File: src/hw/rtl/sorted_index_insert_find_defines.svh
// ----------------------------------------------------------------------------
// Sorted index insert/find: assertion macros
// Shared assertion wrappers; they compile to nothing when SYNTH is set.
// ----------------------------------------------------------------------------
`ifndef SORTED_INDEX_INSERT_FIND_DEFINES_SVH
`define SORTED_INDEX_INSERT_FIND_DEFINES_SVH
`ifndef SYNTH
// Same-cycle implication, disabled during reset.
`define SIF_ASSERT_NOW(lbl, ante, cons) \
  lbl: assert property (@(posedge clk) disable iff (!rst_n) (ante) |-> (cons)) \
    else $error("sif assertion failed");
// Next-cycle implication, disabled during reset.
`define SIF_ASSERT_NEXT(lbl, ante, cons) \
  lbl: assert property (@(posedge clk) disable iff (!rst_n) (ante) |=> (cons)) \
    else $error("sif assertion failed");
`else
`define SIF_ASSERT_NOW(lbl, ante, cons)
`define SIF_ASSERT_NEXT(lbl, ante, cons)
`endif
`endif

File: src/hw/rtl/sif_pkg.sv
// ----------------------------------------------------------------------------
// sif_pkg
// Types and codes shared by the sorted index controller and datapath.
// ----------------------------------------------------------------------------
package sif_pkg;

  localparam logic [1:0] FUNC_INSERT = 2'd0;
  localparam logic [1:0] FUNC_FIND   = 2'd1;
  localparam logic [1:0] FUNC_CLEAR  = 2'd2;

  localparam logic [1:0] REL_BELOW = 2'd0;
  localparam logic [1:0] REL_EQUAL = 2'd1;
  localparam logic [1:0] REL_ABOVE = 2'd2;

  localparam logic [1:0] STS_DONE  = 2'd0;
  localparam logic [1:0] STS_EQUAL = 2'd1;
  localparam logic [1:0] STS_FULL  = 2'd2;

  typedef struct packed {
    logic [1:0]  func;
    logic [7:0]  element_id;
    logic [31:0] key;
  } sif_in_t;

  typedef struct packed {
    logic [8:0] position;
    logic [1:0] relation;
    logic [1:0] status;
    logic [8:0] entry_total;
  } sif_out_t;

  typedef enum logic [3:0] {
    ST_IDLE,
    ST_CHECK,
    ST_RDID,
    ST_RDKEY,
    ST_CMP,
    ST_FIN,
    ST_SHIFT,
    ST_WRITE,
    ST_DONE
  } sif_state_t;

  typedef struct packed {
    logic load;
    logic step;
    logic set_at;
    logic shift;
    logic write_new;
    logic finish;
  } sif_cmd_t;

  typedef struct packed {
    logic is_search;
    logic range_empty;
    logic cmp_eq;
    logic cmp_stop;
    logic can_insert;
    logic shift_done;
  } sif_stat_t;

endpackage

File: src/hw/rtl/sif_ctrl.sv
// ----------------------------------------------------------------------------
// sif_ctrl
// Sequencer for search, shift and insert steps of the sorted index.
// ----------------------------------------------------------------------------
`include "sorted_index_insert_find_defines.svh"

module sif_ctrl (
  input  logic              clk,
  input  logic              rst_n,
  input  logic              start,
  output logic              busy,
  input  sif_pkg::sif_stat_t stat,
  output sif_pkg::sif_cmd_t  cmd
);
  import sif_pkg::*;

  sif_state_t state_r, state_nxt;

  always_ff @(posedge clk) begin
    if (!rst_n) begin
      state_r <= ST_IDLE;
    end else begin
      state_r <= state_nxt;
    end
  end

  always_comb begin
    state_nxt = state_r;
    case (state_r)
      ST_IDLE: begin
        if (start) state_nxt = ST_CHECK;
      end
      ST_CHECK: begin
        if (!stat.is_search) state_nxt = ST_DONE;
        else if (stat.range_empty) state_nxt = ST_FIN;
        else state_nxt = ST_RDID;
      end
      ST_RDID:  state_nxt = ST_RDKEY;
      ST_RDKEY: state_nxt = ST_CMP;
      ST_CMP: begin
        if (stat.cmp_eq || stat.cmp_stop) state_nxt = ST_FIN;
        else state_nxt = ST_RDID;
      end
      ST_FIN: begin
        if (stat.can_insert) state_nxt = ST_SHIFT;
        else state_nxt = ST_DONE;
      end
      ST_SHIFT: begin
        if (stat.shift_done) state_nxt = ST_WRITE;
      end
      ST_WRITE: state_nxt = ST_DONE;
      ST_DONE:  state_nxt = ST_IDLE;
      default:  state_nxt = ST_IDLE;
    endcase
  end

  always_comb begin
    cmd = '0;
    case (state_r)
      ST_IDLE:  cmd.load = start;
      ST_CMP:   cmd.step = 1'b1;
      ST_FIN:   cmd.set_at = 1'b1;
      ST_SHIFT: cmd.shift = 1'b1;
      ST_WRITE: cmd.write_new = 1'b1;
      ST_DONE:  cmd.finish = 1'b1;
      default:  cmd = '0;
    endcase
  end

  assign busy = (state_r != ST_IDLE);

  `SIF_ASSERT_NEXT(a_done_to_idle, state_r == ST_DONE, state_r == ST_IDLE)
  `SIF_ASSERT_NEXT(a_write_to_done, state_r == ST_WRITE, state_r == ST_DONE)
  `SIF_ASSERT_NEXT(a_start_taken, start && !busy, state_r == ST_CHECK)
endmodule

File: config.mk
export PLATFORM = sky130hd
export DESIGN_NAME = sif_ctrl
export DESIGN_NICKNAME = d
export VERILOG_FILES = /design/src/hw/rtl/sif_pkg.sv /design/src/hw/rtl/sif_ctrl.sv
export VERILOG_INCLUDE_DIRS = /design/src /design/src/hw/rtl
export SDC_FILE = /design/constraint.sdc
export NUM_CORES = 1
export LEC_CHECK = 0
export BUFFER_PORTS_ARGS = -buffer_cell sky130_fd_sc_hd__buf_2
export CAP_MARGIN = 0
export CELL_PAD_IN_SITES_DETAIL_PLACEMENT = 0
export CELL_PAD_IN_SITES_GLOBAL_PLACEMENT = 1
export CORE_AREA = 2 2 39 41
export CTS_BUF_LIST = sky130_fd_sc_hd__clkbuf_4 sky130_fd_sc_hd__clkbuf_8
export DETAILED_ROUTE_END_ITERATION = 8
export DIE_AREA = 0 0 41 43
export PLACE_DENSITY = 0.74
export SLEW_MARGIN = 25
export SYNTH_ARGS = -nofsm -noshare
export SYNTH_HDL_FRONTEND = slang
export SYNTH_SLANG_ARGS = --single-unit
File: constraint.sdc
create_clock -name clk -period 1.28 [get_ports clk]
set_input_delay 0.256 -clock clk [delete_from_list [all_inputs] [get_ports clk]]
set_output_delay 0.256 -clock clk [all_outputs]
set_load 0.02 [all_outputs]
==> flow_summary.yaml <==
final_layout:
  drive_above_1_share_pct: 62.0
  top_regs: "state_r: 4 flops"
  layout_common_cells: "buf_6, buf_2, buf_4"
  regMostFlops: "state_r"
  syn_to_final_growth_pct: 93.6
  largest_reg_flops: 4
  antennaDiodeCount: 0
  final_nets: 82
  num-fill-cells: 136
  layout_commonest_cell: "buf_6"
setup_path:
  path_delay_family: "flip-flops"
  critical_path_class: "reg -> out"
  cpPeakStageDelay_ps: 360
  slowest_stage: "dfxtp_4"
  r2r_slack_ps: -70
  r2r_cells: 3
  cp-end-kind: "output pin"
  path_cells: "buf_6 > nand3b_1 > nor2_2 > buf_6"
  critPathBufInv: 2
  worstReg2RegEnd: "state_r[0]"
  r2r-start: "state_r[0]"
  critical_path_depth: 4
  worst-path-max-fanout: 7
  worst_ep_required_time_ps: 1020
  crit_top_cell: "buf_6"
  crit_arrival_ps: 1160
  cp-start-kind: "flip-flop"
power:
  p_leak_uw: 0.000276
  ir_drop_mv: 0.509
  p_comb_share_pct: 47.3
  power.switching_uw: 205
  netSwitchingFraction_pct: 33.0
  powerDensity_mw_per_mm2: 969
  internal_power_uw: 417
  pwr-share-clk_pct: 26.1
  pwr-share-seq_pct: 26.6
floorplan:
  io_pins: 16
  die_w_um: 41
  core_mm2: 0.00138
  die_h_um: 43
  num_rows: 14
  dieArea_mm2: 0.00176
  initial_utilization_pct: 24.0
clocking:
  cts_buffers: 3
  cts_sinks: 4
  cts_tree: "yes"
  clk_pin_slew_ps: 40
  ctsHoldBuffers: 0
  htree_levels: 1
  ctsRootBufferMaster: "clkbuf_4"
  insertion_delay_ps: 240
  clockBufferDepth: 2
logic_synthesis:
  ys_seq_area_share_pct: 24.2
  synth_cell_types: 24
  syn_nets: 53
  syn_area_per_cell_um2: 7.54
  ys.warnings.count: 0
  syn_inst: 44
  synthesis.area_um2: 332
  yosys_register_bits: 4
drt:
  drt_wl_total_um: 1030
  via_count: 429
  drt_iter0_drc: 9
  drc_errors: 0
  wl_per_cell_um: 11.8
  antenna_left: 0
  via_per_inst: 4.93
  firstDrtPassIters: 4
sta:
  fin_setup_tns_ps: -738
  finalCriticalPeriod_ps: 1420
  hold-worst-slack_ps: 284
  rsz0062_at_grt: "yes"
  hold_viol_final: 0
  setup_ws_ps: -140
  worst_slew_pin_slew_ps: 305
  finalClockSkew_ps: 3.42
  relSlewSlack_pct: 79.5
  min_period_over_period_pct: 111
  max_freq_ghz: 0.704
  maxSlewViolCount: 0
  setup_viol_count_final: 8
global_routing:
  grt_overflow_total: 0
  grt_usage_pct: 13.6
  antenna_found_initial: 0
  grt_pass1_vias: 408
  grt_pass1_wl_um: 1590
  grt_start_max_net_pins: 9
place:
  portBuffers: 15
  gp_congestion: 0.780
  dp_hpwl_um: 710
min_path:
  min_path_cells: 2
  hold_class: "in -> reg"
  hp-start: "rst_n"
  min_to: "state_r[2]"
status:
  violations: "negative setup slack"
  status: "finished, violations left"
flow_run:
  maxCapViolCount: 0
[area by class of cell]
class / instances / area [um2] / share of cell area (%)
Inverter: 1 / 3.75 / 0.585
Clock buffer: 3 / 22.5 / 3.51
Timing Repair Buffer: 27 / 224 / 34.9
Tap cell: 16 / 20.0 / 3.12
Sequential cell: 4 / 90.1 / 14.0
Multi-Input combinational cell: 36 / 282 / 43.9
[worst register-to-register path, stage by stage (launching register included)]
cell	delay (ps)
dfxtp_4	380
or3b_1	370
o32a_1	210
a2111oi_2	280
[what timing repair did]
action / in CTS / in global routing
cloned: 0 / 0
resized for setup: 29 / 3
pin swaps: 4 / 5
setup endpoints to repair: 8 / 9
buffers inserted: 2 / 1
[per-layer routing]
layer / global-route usage (%) / wire length (um) / part of all wire (%)
met4: 10.0 / 0 / 0
met2: 20.3 / 551 / 54
met1: 15.8 / 419 / 41
met3: 3.14 / 54 / 5.3
met5: 0 / 0 / 0
[cells by family after synthesis]
family | Yosys count | synth area share, %
buffers and inverters | 4 | 5.66
DFF | 4 | 24.2
AOI/OAI and AO/OA | 8 | 19.2
and+or+nand+nor | 28 | 50.9
[power groups by stage]
stage,clock [uW],combinational [uW],sequential (uW)
after floorplan,0,139,148
after global placement,0,205,160
after detailed placement,0,207,161
after CTS,161,279,164
after global routing,173,315,167
final,162,294,165
[cells in the mapped netlist]
master | instances | area [um2]
o21ai_0 | 1 | 5.00
a21boi_0 | 1 | 7.51
nand2b_1 | 4 | 25.0
clkbuf_1 | 2 | 7.51
nand3b_1 | 3 | 22.5
a21o_1 | 1 | 7.51
nor4_1 | 1 | 6.26
buf_4 | 1 | 7.51
or2b_1 | 1 | 7.51
nor3b_1 | 2 | 15.0
dfxtp_1 | 4 | 80.1
or3b_1 | 2 | 17.5
and3_2 | 1 | 7.51
a2111oi_2 | 1 | 15.0
or3_2 | 1 | 7.51
o32a_1 | 1 | 10.0
nand2_1 | 3 | 11.3
and3_1 | 1 | 6.26
inv_1 | 1 | 3.75
nor2_1 | 5 | 18.8
nor3_1 | 3 | 15.0
a211o_1 | 1 | 8.76
nor4b_1 | 1 | 8.76
a21oi_1 | 2 | 10.0
[stage by stage]
stage	util [%]	instances	setup WS, ps	power, uW	cell area, um2
2_1_floorplan	-	44	-19.0	287	340
3_3_place_gp	35.3	81	-51.2	365	488
3_5_place_dp	35.3	81	-98.8	368	488
4_1_cts	44.9	86	-131	604	622
5_1_grt	46.4	87	-180	655	642
6_report	46.4	87	-140	622	642
[how the worst max path moves through the flow]
stage                     from         end  slack [ps]
finish              state_r[0]      cmd[2]        -140
global route        state_r[0]      cmd[2]        -180
CTS                 state_r[0]      cmd[0]        -130
detailed placement  state_r[0]  state_r[0]        -100
global placement    state_r[0]  state_r[0]         -50
floorplan           state_r[0]  state_r[0]         -20
Power figures use the tool's default switching activity.
